## config.mk

```make
export PLATFORM = sky130hd
export DESIGN_NAME = multi_quadrature_decoder_saturating_core
export DESIGN_NICKNAME = d
export VERILOG_FILES = /design/src/rtl/mqd_pkg.sv /design/src/rtl/mqd_lane.sv /design/src/rtl/mqd_merge.sv /design/src/rtl/multi_quadrature_decoder_saturating_core.sv
export VERILOG_INCLUDE_DIRS = /design/src /design/src/rtl
export SDC_FILE = /design/constraint.sdc
export NUM_CORES = 1
export LEC_CHECK = 0
export BUFFER_PORTS_ARGS = -buffer_cell sky130_fd_sc_hd__clkbuf_2
export CAP_MARGIN = 15
export CORE_MARGIN = 3
export CORE_UTILIZATION = 45
export DETAILED_ROUTE_END_ITERATION = 12
export GPL_TIMING_DRIVEN = 0
export PLACE_DENSITY = 0.77
export SLEW_MARGIN = 10
export SYNTH_ARGS = -nofsm -noshare
export SYNTH_HDL_FRONTEND = slang
export SYNTH_SLANG_ARGS = --single-unit
```

## constraint.sdc

```tcl
create_clock -name clk -period 3.05 [get_ports clk]
set_input_delay 0.915 -clock clk [delete_from_list [all_inputs] [get_ports clk]]
set_output_delay 0.915 -clock clk [all_outputs]
set_load 0.01 [all_outputs]
```

## src/rtl/multi_quadrature_decoder_saturating_core_defines.svh

```systemverilog
// Assertion macros for the multi-lane quadrature decoder.
// Included by the top level; depends on nothing else.
`ifndef MULTI_QUADRATURE_DECODER_SATURATING_CORE_DEFINES_SVH
`define MULTI_QUADRATURE_DECODER_SATURATING_CORE_DEFINES_SVH

// Same-cycle implication under an active-low reset.
`define MQD_ASSERT_NOW(label, clk, rst_n, ante, cons, msg) \
	label: assert property (@(posedge clk) disable iff (!rst_n) (ante) |-> (cons)) \
		else $error(msg);

// Next-cycle implication under an active-low reset.
`define MQD_ASSERT_NEXT(label, clk, rst_n, ante, cons, msg) \
	label: assert property (@(posedge clk) disable iff (!rst_n) (ante) |=> (cons)) \
		else $error(msg);

`endif

```

## src/rtl/mqd_pkg.sv

```systemverilog
// Shared constants, step direction type and transition table for the decoder.
// No dependencies; used by every module of the block.
package mqd_pkg;

	localparam int PIN_WIDTH      = 8;
	localparam int PIN_LANES      = PIN_WIDTH / 2;
	localparam int SCALE_WIDTH    = 4;
	localparam int FIELD_WIDTH    = 7;
	localparam int OUT_LANES      = 4;
	localparam int S_TDATA_WIDTH  = 16;
	localparam int M_TDATA_WIDTH  = 32;

	localparam int ENCODER_COUNT_DEF = 4;
	localparam int VALUE_LIMIT_DEF   = 128;

	typedef enum logic [1:0] {
		DIR_HOLD,
		DIR_UP,
		DIR_DOWN
	} dir_t;

	// Transition table: index is {previous pair, current pair}.
	// Double-bit changes and no change both hold.
	function automatic dir_t step_dir(input logic [3:0] idx);
		dir_t d;
		unique case (idx)
			4'd2, 4'd4, 4'd11, 4'd13: d = DIR_UP;
			4'd1, 4'd7, 4'd8, 4'd14:  d = DIR_DOWN;
			default:                  d = DIR_HOLD;
		endcase
		return d;
	endfunction

endpackage

```

## src/rtl/mqd_lane.sv

```systemverilog
// One encoder lane: previous pin pair, table lookup and saturating position.
// Depends on mqd_pkg.
module mqd_lane #(
	parameter int PosWidth   = 7,
	parameter int ValueLimit = 128,
	parameter bit Scaled     = 1'b0
) (
	input  logic                             clk,
	input  logic                             arst_n,
	input  logic                             advance,
	input  logic [1:0]                       pins,
	input  logic [mqd_pkg::SCALE_WIDTH-1:0]  scale,
	output logic [PosWidth-1:0]              position
);

	localparam int SumWidth = PosWidth + mqd_pkg::SCALE_WIDTH + 2;

	logic [1:0]          last_pins_q;
	logic [PosWidth-1:0] pos_q;
	logic [PosWidth-1:0] pos_d;
	mqd_pkg::dir_t       dir;
	logic [SumWidth-1:0] mag;
	logic [SumWidth-1:0] pos_ext;
	logic [SumWidth-1:0] sum;

	// Direction from the transition table; lane zero scales its step
	always_comb begin
		dir     = mqd_pkg::step_dir({last_pins_q, pins});
		mag     = Scaled ? SumWidth'(scale) : SumWidth'(1);
		pos_ext = SumWidth'(pos_q);
		pos_d   = pos_q;
		case (dir)
			mqd_pkg::DIR_UP: begin
				sum = pos_ext + mag;
				if (sum >= SumWidth'(ValueLimit))
					pos_d = PosWidth'(ValueLimit - 1);
				else
					pos_d = sum[PosWidth-1:0];
			end
			mqd_pkg::DIR_DOWN: begin
				sum = pos_ext - mag;
				// borrow out of the top bit means the sum went below zero
				if (sum[SumWidth-1])
					pos_d = '0;
				else
					pos_d = sum[PosWidth-1:0];
			end
			default: begin
				sum = pos_ext;
			end
		endcase
	end

	// Lane state advances once per accepted item
	always_ff @(posedge clk or negedge arst_n) begin
		if (!arst_n) begin
			last_pins_q <= '0;
			pos_q       <= '0;
		end else if (advance) begin
			last_pins_q <= pins;
			pos_q       <= pos_d;
		end
	end

	assign position = pos_q;

endmodule

```

## src/rtl/mqd_merge.sv

```systemverilog
// Output stage: result valid flag, flow control and packing of lane positions.
// Depends on mqd_pkg.
module mqd_merge #(
	parameter int EncoderCount = 4,
	parameter int PosWidth     = 7
) (
	input  logic                                clk,
	input  logic                                arst_n,
	input  logic                                in_valid,
	output logic                                in_ready,
	output logic                                advance,
	input  logic [EncoderCount*PosWidth-1:0]    positions,
	output logic                                out_valid,
	input  logic                                out_ready,
	output logic [mqd_pkg::M_TDATA_WIDTH-1:0]   out_data
);

	logic                                                    valid_q;
	logic [mqd_pkg::OUT_LANES*mqd_pkg::FIELD_WIDTH-1:0]      fields;

	// Take a new item when the held result is empty or leaves this cycle
	assign in_ready = !valid_q || out_ready;
	assign advance  = in_valid && in_ready;

	always_ff @(posedge clk or negedge arst_n) begin
		if (!arst_n)
			valid_q <= 1'b0;
		else if (in_ready)
			valid_q <= in_valid;
	end

	// Low bits of each present lane; absent lanes read zero
	for (genvar k = 0; k < mqd_pkg::OUT_LANES; k++) begin : g_field
		if (k < EncoderCount) begin : g_live
			assign fields[k*mqd_pkg::FIELD_WIDTH +: mqd_pkg::FIELD_WIDTH] =
				mqd_pkg::FIELD_WIDTH'(positions[k*PosWidth +: PosWidth]);
		end else begin : g_absent
			assign fields[k*mqd_pkg::FIELD_WIDTH +: mqd_pkg::FIELD_WIDTH] = '0;
		end
	end

	assign out_valid = valid_q;
	assign out_data  = mqd_pkg::M_TDATA_WIDTH'(fields);

endmodule

```

## src/rtl/multi_quadrature_decoder_saturating_core.sv

```systemverilog
// Multi-lane quadrature decoder with saturating position counters.
// One item is one poll of the encoder pins plus the speed scale for encoder
// zero; each item yields one result with the four clamped positions. Every
// encoder has its own lane that decodes and updates in the accepting cycle,
// so an item is taken every clock while the output is empty or draining, and
// its result appears in the next cycle, held in the output stage until taken.
// Lanes beyond the eight pin bits see pin pair 00; result fields of absent
// lanes are zero. Depends on mqd_pkg, mqd_lane, mqd_merge and the defines header.
`include "multi_quadrature_decoder_saturating_core_defines.svh"

module multi_quadrature_decoder_saturating_core #(
	parameter int ENCODER_COUNT = mqd_pkg::ENCODER_COUNT_DEF,
	parameter int VALUE_LIMIT   = mqd_pkg::VALUE_LIMIT_DEF
) (
	input  logic                                clk,
	input  logic                                arst_n,
	input  logic                                s_axis_tvalid,
	output logic                                s_axis_tready,
	// [7:0] pin_sample, [11:8] speed_scale, [15:12] zero
	input  logic [mqd_pkg::S_TDATA_WIDTH-1:0]   s_axis_tdata,
	output logic                                m_axis_tvalid,
	input  logic                                m_axis_tready,
	// [6:0] enc0_value, [13:7] enc1_value, [20:14] enc2_value,
	// [27:21] enc3_value, [31:28] zero
	output logic [mqd_pkg::M_TDATA_WIDTH-1:0]   m_axis_tdata
);

	localparam int PosWidth = $clog2(VALUE_LIMIT);

	logic [mqd_pkg::PIN_WIDTH-1:0]     pin_sample;
	logic [mqd_pkg::SCALE_WIDTH-1:0]   speed_scale;
	logic                              advance;
	logic [ENCODER_COUNT*PosWidth-1:0] positions;

	assign pin_sample  = s_axis_tdata[mqd_pkg::PIN_WIDTH-1:0];
	assign speed_scale =
		s_axis_tdata[mqd_pkg::PIN_WIDTH +: mqd_pkg::SCALE_WIDTH];

	// One decoder lane per encoder
	for (genvar i = 0; i < ENCODER_COUNT; i++) begin : g_lane
		logic [1:0] pins;
		if (i < mqd_pkg::PIN_LANES) begin : g_pins
			assign pins = pin_sample[2*i +: 2];
		end else begin : g_nopins
			assign pins = 2'b00;
		end

		mqd_lane #(
			.PosWidth   (PosWidth),
			.ValueLimit (VALUE_LIMIT),
			.Scaled     (i == 0)
		) u_lane (
			.clk      (clk),
			.arst_n   (arst_n),
			.advance  (advance),
			.pins     (pins),
			.scale    (speed_scale),
			.position (positions[i*PosWidth +: PosWidth])
		);
	end

	// Result register and packing
	mqd_merge #(
		.EncoderCount (ENCODER_COUNT),
		.PosWidth     (PosWidth)
	) u_merge (
		.clk       (clk),
		.arst_n    (arst_n),
		.in_valid  (s_axis_tvalid),
		.in_ready  (s_axis_tready),
		.advance   (advance),
		.positions (positions),
		.out_valid (m_axis_tvalid),
		.out_ready (m_axis_tready),
		.out_data  (m_axis_tdata)
	);

	// Checks
	`MQD_ASSERT_NEXT(a_fire_gives_result, clk, arst_n, advance, m_axis_tvalid, "accepted item left no result")
	`MQD_ASSERT_NEXT(a_idle_holds_state, clk, arst_n, !advance, $stable(positions), "positions moved without an item")
	`MQD_ASSERT_NEXT(a_zero_scale_holds, clk, arst_n, advance && (speed_scale == '0), $stable(positions[PosWidth-1:0]), "encoder zero moved at zero scale")
	`MQD_ASSERT_NOW(a_ready_when_empty, clk, arst_n, !m_axis_tvalid, s_axis_tready, "input stalled with empty output")

endmodule

```

Word-level counts from Yosys, hierarchy flattened
Memory sizes are Yosys's and may differ from the RTL's.
Index checks and enable logic that the tools add are counted.
Widths: inputs -> output; s select.
{"block": "classes", "n_mul": 0, "magnitude_cmp": 4, "shift": 0, "n_mux": 12, "add_sub_neg": 8, "bitwise_logic": 0, "n_eq_ne": 8, "n_div": 0, "n_reduce_logical": 11}
{"operator": "$mux 7", "count": 8}
{"operator": "$pmux 7 s2", "count": 4}
{"operator": "$ge 13x8->1 const B", "count": 4}
{"operator": "$add 7x1->8 const B", "count": 3}
{"operator": "$sub 7x1->8 const B", "count": 3}
{"operator": "$add 7x4->8", "count": 1}
{"operator": "$eq 2x1->1 const B", "count": 4}
{"operator": "$eq 2x2->1 const B", "count": 4}
{"operator": "$reduce_and 2->1", "count": 4}
{"operator": "$reduce_bool 2->1", "count": 4}
{"operator": "$sub 7x4->8", "count": 1}
{"operator": "$logic_and 1x1->1", "count": 1}
{"operator": "$logic_not 1->1", "count": 1}
{"operator": "$logic_or 1x1->1", "count": 1}
{"block": "word_totals", "mem_bits_ro": 128, "output_inout_bits": 34, "n_memories": 4, "ram_bits": 0, "word_cells": 56, "reg_bits": 37, "latchBits": 0}
{"memory": "(no name shown)", "depth": 16, "word_bits": 2, "read_ports": 1, "rd_clocked_by_memory_dff": 0, "write_ports": 0, "line": "mqd_pkg.sv:26", "source": "unique case (idx)"}
{"memory": "(no name shown)", "depth": 16, "word_bits": 2, "read_ports": 1, "rd_clocked_by_memory_dff": 0, "write_ports": 0, "line": "mqd_pkg.sv:26"}
{"memory": "(no name shown)", "depth": 16, "word_bits": 2, "read_ports": 1, "rd_clocked_by_memory_dff": 0, "write_ports": 0, "line": "mqd_pkg.sv:26"}
{"memory": "(no name shown)", "depth": 16, "word_bits": 2, "read_ports": 1, "rd_clocked_by_memory_dff": 0, "write_ports": 0, "line": "mqd_pkg.sv:26"}

Longest topological paths before layout
Gate-level depths: netlist of the first run.
{"block": "depth", "ltp_word": 4, "mapped_depth": 9, "depth_no_buf": 9}

Hierarchy
Synthesis of the first run repeated with hierarchy kept, for this count alone.
{"block": "hier_totals", "hier_cells": 397, "hier_area_um2": 3455.8}
{"module": "mqd_lane (g_lane[1].u_lane ...)", "area_per_inst_um2": 748.2, "cells_per_inst": 84, "instances": 3}
{"module": "mqd_lane (g_lane[0].u_lane)", "area_per_inst_um2": 913.4, "cells_per_inst": 108, "instances": 1}
{"module": "mqd_merge", "area_per_inst_um2": 297.8, "cells_per_inst": 37, "instances": 1}

Worst setup path after synthesis of the first run
No wires, ideal clock.
{"block": "synth_timing", "path_kind": "input port to flip-flop", "start": "input s_axis_tdata[4] (netlist name)", "end": "register g_lane[2].u_lane.pos_q[3]", "required_time_ps": 2929, "setup_ps": 121, "path_buffers": 0, "path_stages": 7, "arrival_ps": 2485, "path_slack_ps": 444, "cell_sequence": "xnor2_1 nand2_1 ha_1 or3_1 a31oi_1 o221ai_1 a22o_1"}
{"block": "synth_via", "elab_chain_cells": 4, "word_cells_on_any_way": 6, "classes_between": "eq/ne: 2; mux: 1; reduce/logical: 2; memory: 1"}
{"element": "from (decl)", "line": "multi_quadrature_decoder_saturating_core.sv:20", "source": "input logic [mqd_pkg::S_TDATA_WIDTH-1:0] s_axis_tdata,"}
{"element": "$mem_v2 16x2 (*)"}
{"element": "$eq 2x1->1 / $eq 2x2->1 (equally long branches)", "line": "mqd_lane.sv:32", "source": "case (dir)"}
{"element": "$reduce_bool 2->1 (no line)"}
{"element": "$reduce_and 2->1 (no line)"}
{"element": "to (signal assigned)", "line": "mqd_lane.sv:61", "source": "pos_q <= pos_d;"}
{"element": "to (decl)", "line": "mqd_lane.sv:19", "source": "logic [PosWidth-1:0] pos_q;"}
Every way passes the cells marked *; elsewhere a longest branch is shown, timed or not.
A chain may end at the register's enable or synchronous reset.

Final worst setup path of the first run
Same ends and word-level chain as after synthesis.

==> metrics, run 1 <==
RSZ-0062 raised after global routing false; pin count of the biggest net entering global routing 38; Area after DPL 3310 um2; Final setup viols 0; DRC 0; CP max-delay cell or3_1; Mapped Cells 356; total routed wirelength 6.69 mm; Seq pwr share 0.326; hold crit path type flip-flop to flip-flop; status finished clean; Int Power 1.57 mW; post-CTS sizing 0; gr usage total 0.183; worst path required time 3220 ps; CTS H-tree lvls 2; yosys warns 0; worst-skew pair later-pin latency 280 ps; initial core utilization 0.467; most frequent cells in the layout 45 x clkbuf_2, 37 x dfrtp_1, 28 x nor2_1, 25 x nand2_1, 25 x inv_1; clock transition at the registers of the reported paths 70 ps; syn avg cell area 8.38 um2; TritonCTS clock tree built; post-layout minimum cycle time 2680 ps; clock power share 0.118; post-route setup TNS 0 ps; # Post-CTS Setup Buffers 0; Worst path top cell family by delay compound AO/OA/AOI/OAI gates; final-report max-slew violation count 0; n_diodes 0; crit start category input pin; CTS Buffer Depth 2; synthesized area 2980 um2; Netlist cell types 63; core box area 6390 um2; max frequency 0.373 GHz; Final Skew 2.26 ps; DR pass1 iterations 4; Net Sw Frac 0.468; Power Density 865 nW/um2; Combinational Power Share 0.556; Synth area leader dfrtp_1; post-synthesis register bit count 37; worst-path cell chain clkbuf_2, xnor2_1, nand2_1, ha_1, or3_1, a31oi_1, o221ai_1, a22o_1; largest cells by area after synthesis dfrtp_1 31%, ha_1 7.6%, nand3_1 3.5%, nor2_1 3.5%, o21ai_0 3.4%; Final nets 451; Syn-to-layout area delta 14.1%; worst-path fanout max 5; initial antenna violation count 0; io pins 54; Bufs and invs on worst path 1; Remaining Overflow, GRT 0; die area 7640 um2; Fin. Hold Viols 0; placement row count 29; antenna-violating nets left 0; vias per cell 5.67; leakage 1.49 nW; Worst Setup Path Type input pin to flip-flop; post-DP HPWL 5.04 mm; post-synth top area share 0.311; die width 87.4 um; maxcap violations 0; Port Buf Inserts 45; Vias 2768; clock sinks 37; Final Cycle Share 0.879; Die H 87.4 um; Main synth FF type dfrtp_1; Post-synth EDFFs 0; crit end category flip-flop; WL per Instance 13.7 um; share of layout cells above drive strength 1 0.175; Max VDD drop 522 uV; final instance area 3400 um2; commonest non-fill, non-tap cell in the layout clkbuf_2; CP peak stage delay 420 ps; Seq/Total Area, Yosys 0.311; Max-Slew Margin vs Limit 0.376; Iter 0 DRT Violations 89; clock root cell clkbuf_8; CTS buffer count 5; Synth async-reset ratio 1.00; Placer Congestion 0.892; first-pass GRT wire length 11.4 mm; Crit path arrival time 2850 ps; vias in the first global route 2526; Sw Pwr 1.38 mW; # hold bufs at CTS 0; Worst-Margin Slew 936 ps
-- sequential cells by signal, indices dropped and copies added, names as in the netlist --
register and count:
u_merge.out_valid 1, g_lane.u_lane.position 28, g_lane.u_lane.last_pins_q 8
-- stage by stage --
stage          hold slack [ps]  cells  power (mW)  setup slack, ps   util
6_report                   529    488        2.94              369  0.533
3_3_place_gp               506    481        2.54              119  0.519
4_1_cts                    533    488        2.96              370  0.533
3_5_place_dp               516    481        2.59             74.0  0.519
5_1_grt                    536    488        3.25              175  0.533
2_1_floorplan              500    359        2.12              444      -
-- power by group through the flow --
stage	sequential, mW	clock, mW	combinational (mW)
after global routing	1.00	0.390	1.85
after CTS	0.955	0.365	1.64
final	0.958	0.348	1.63
after global placement	0.951	0	1.59
after floorplan	0.990	0	1.13
after detailed placement	0.963	0	1.63
-- synthesized netlist by cell type (4+ instances only) --
library cell	count
nor2_1	28
inv_1	25
a31oi_1	10
nor4_1	6
nor2b_1	8
buf_4	4
o21a_1	5
o22ai_1	4
a21oi_1	18
clkbuf_1	14
o21ai_0	20
nand2b_1	4
a21o_1	6
nor3_1	8
a211oi_1	4
xor2_1	10
dfrtp_1	37
nand2_1	25
ha_1	18
o31ai_1	4
nand3_1	21
xnor2_1	6
mux2_2	8
or3_1	6
-- layer usage --
metal,routed length [um],track usage
met5,0,0
met4,25,0.0363
met3,315,0.0331
met2,3250,0.299
met1,3090,0.254
-- cell type report --
class,count,area [um2]
Multi-Input combinational cell,278,1890
Timing Repair Buffer,45,225
Clock buffer,7,86.3
Sequential cell,37,926
Inverter,25,93.8
Buffer,19,87.6
Tap cell,77,96.3
Fill cell,608,2990
-- worst paths after layout --
check / from / end / slack [ps] / cells after the start
setup / recovery: s_axis_tdata[4] / g_lane[2].u_lane.position[3] / 370 / 8
hold / removal: g_lane[0].u_lane.last_pins_q[0] / g_lane[0].u_lane.last_pins_q[0] / 530 / 1
setup reg to reg: g_lane[3].u_lane.last_pins_q[0] / g_lane[3].u_lane.position[3] / 710 / 8
hold reg to reg: g_lane[0].u_lane.last_pins_q[0] / g_lane[0].u_lane.last_pins_q[0] / 530 / 1
max in group asynchronous: arst_n / g_lane[0].u_lane.position[4] / 1700 / 1
min in group asynchronous: arst_n / g_lane[2].u_lane.position[3] / 760 / 1
-- cells by family after synthesis --
family / after synthesis / share of synthesized area
and+or+nand+nor: 126 / 0.222
AOI/OAI and AO/OA: 101 / 0.229
buffers and inverters: 44 / 0.0608
DFF: 37 / 0.311
adders and majority gates: 20 / 0.0890
xor gates and xnor gates: 16 / 0.0470
muxes: 11 / 0.0403
other: 1 / 0.00126
Power figures use the tool's default switching activity.
==> run 2, diff against run 1 <==
--- a/config.mk
+++ b/config.mk
@@ -8,11 +8,13 @@
 export LEC_CHECK = 0
 export BUFFER_PORTS_ARGS = -buffer_cell sky130_fd_sc_hd__clkbuf_2
 export CAP_MARGIN = 15
+export CELL_PAD_IN_SITES_DETAIL_PLACEMENT = 2
+export CELL_PAD_IN_SITES_GLOBAL_PLACEMENT = 2
 export CORE_MARGIN = 3
-export CORE_UTILIZATION = 45
+export CORE_UTILIZATION = 36
 export DETAILED_ROUTE_END_ITERATION = 12
 export GPL_TIMING_DRIVEN = 0
-export PLACE_DENSITY = 0.77
+export PLACE_DENSITY = 0.95
 export SLEW_MARGIN = 10
 export SYNTH_ARGS = -nofsm -noshare
 export SYNTH_HDL_FRONTEND = slang
==> run 2 against run 1 <==
  * Register-to-register slack got worse by 190 ps
  * Largest power group unchanged
  * Sequential share of layout area fell by 0.52 points
  * Non-clock buffer count unchanged
  * Count of clock-buffer cells in the layout is the same
==> metrics, run 2 (synthesis gave the netlist of run 1 again) <==
Syn-to-layout area delta 16.3%; worst-path fanout max 5; non-filler cells, final 514; initial core utilization 0.378; CTS Buffer Depth 2; Vias 2989; DRC 0; Max-Slew Margin vs Limit 0.302; post-DP HPWL 7.71 mm; grt peak-use layer met2; cell total after placement 506; Final Cycle Share 0.943; WL per Instance 20.5 um; clock transition at the registers of the reported paths 80 ps; clock root cell clkbuf_8; total routed wirelength 10.5 mm; Fin. Hold Viols 0; CTS buffer count 5; hold slack 543 ps; Global Route met1 Usage 0.278; met2 Usage GRT 0.420; Placer Congestion 0.836; Die H 97.0 um; Final Skew 5.67 ps; gr usage total 0.232; initial antenna violation count 0; Final nets 451; antenna-violating nets left 0; first-pass GRT wire length 17.9 mm; CTS H-tree lvls 2; max frequency 0.348 GHz; DR pass1 iterations 4; placement row count 32; post-layout minimum cycle time 2880 ps; io pins 54; Worst-Margin Slew 1040 ps; core box area 7890 um2; max reg flops 28; Max VDD drop 408 uV; worst-skew pair later-pin latency 300 ps; vias in the first global route 3386; # Post-CTS Setup Buffers 0; # hold bufs at CTS 0; commonest non-fill, non-tap cell in the layout clkbuf_2; Iter 0 DRT Violations 70; worst path required time 3240 ps; Worst Setup Path Type input pin to flip-flop; clock sinks 37; crit end category flip-flop; maxcap violations 0; FILL cells 933; crit start category input pin; met3 Usage GRT 0.0360; TritonCTS clock tree built; post-CTS sizing 0; die width 97.0 um; share of layout cells above drive strength 1 0.180; vias per cell 5.82; most frequent cells in the layout 45 x clkbuf_2, 37 x dfrtp_1, 28 x nor2_1, 25 x nand2_1, 25 x inv_1; die area 9410 um2; hold crit path type flip-flop to flip-flop; pin count of the biggest net entering global routing 38; Final setup viols 0; Power Density 942 nW/um2; RSZ-0062 raised after global routing false; n_diodes 0; leakage 1.51 nW; Remaining Overflow, GRT 0; Crit path arrival time 3070 ps; final-report max-slew violation count 0; Port Buf Inserts 45; status finished clean
-- run 2: path summary, 6_finish.rpt --
check	from	to	slack, ps	depth (start not counted)
setup reg to reg	g_lane[2].u_lane.last_pins_q[1]	g_lane[2].u_lane.position[3]	520	7
min in group asynchronous	arst_n	g_lane[0].u_lane.position[3]	770	1
hold / removal	g_lane[2].u_lane.last_pins_q[0]	g_lane[2].u_lane.last_pins_q[0]	540	1
max in group asynchronous	arst_n	g_lane[2].u_lane.position[1]	1650	1
setup / recovery	s_axis_tdata[5]	g_lane[2].u_lane.position[3]	170	8
hold reg to reg	g_lane[2].u_lane.last_pins_q[0]	g_lane[2].u_lane.last_pins_q[0]	540	1
-- run 2: per-layer routing --
layer,routed length (um),share of wire
met2,5570,0.53
met5,0,0
met1,4370,0.42
met4,229,0.022
met3,345,0.033
-- run 2: cell type report --
cell class / count / area (um2) / share of cell area
inverter: 25 / 93.8 / 0.0271
buffer: 19 / 87.6 / 0.0253
multi-input combinational: 278 / 1890 / 0.545
clock buffer: 7 / 86.3 / 0.0249
clock inverter: 1 / 30.0 / 0.00866
timing repair buffer: 45 / 225 / 0.0650
tap: 102 / 128 / 0.0368
sequential: 37 / 926 / 0.267
-- run 2: worst max-delay path: stages --
cell	delay (ps)
clkbuf_2	110
xor2_1	230
nand2_1	90
ha_1	320
or3_1	460
a31oi_1	450
o221ai_1	230
a22o_1	270
-- run 2: metrics by stage --
step	setup TNS (ps)	cell area, um2	util	power (mW)	worst slack, ps
6_report	0	3470	0.440	3.27	173
5_1_grt	0	3470	0.440	3.54	91.2
4_1_cts	0	3460	0.439	3.27	166
3_5_place_dp	-224	3350	0.424	2.76	-115
3_3_place_gp	0	3350	0.424	2.59	79.9
2_1_floorplan	0	2990	-	2.12	444
-- run 2: where the power goes --
group          leakage, nW  internal [mW]  switching, mW
logic                 1.01          0.721           1.09
registers            0.438          0.674          0.314
clock network       0.0585          0.267          0.205
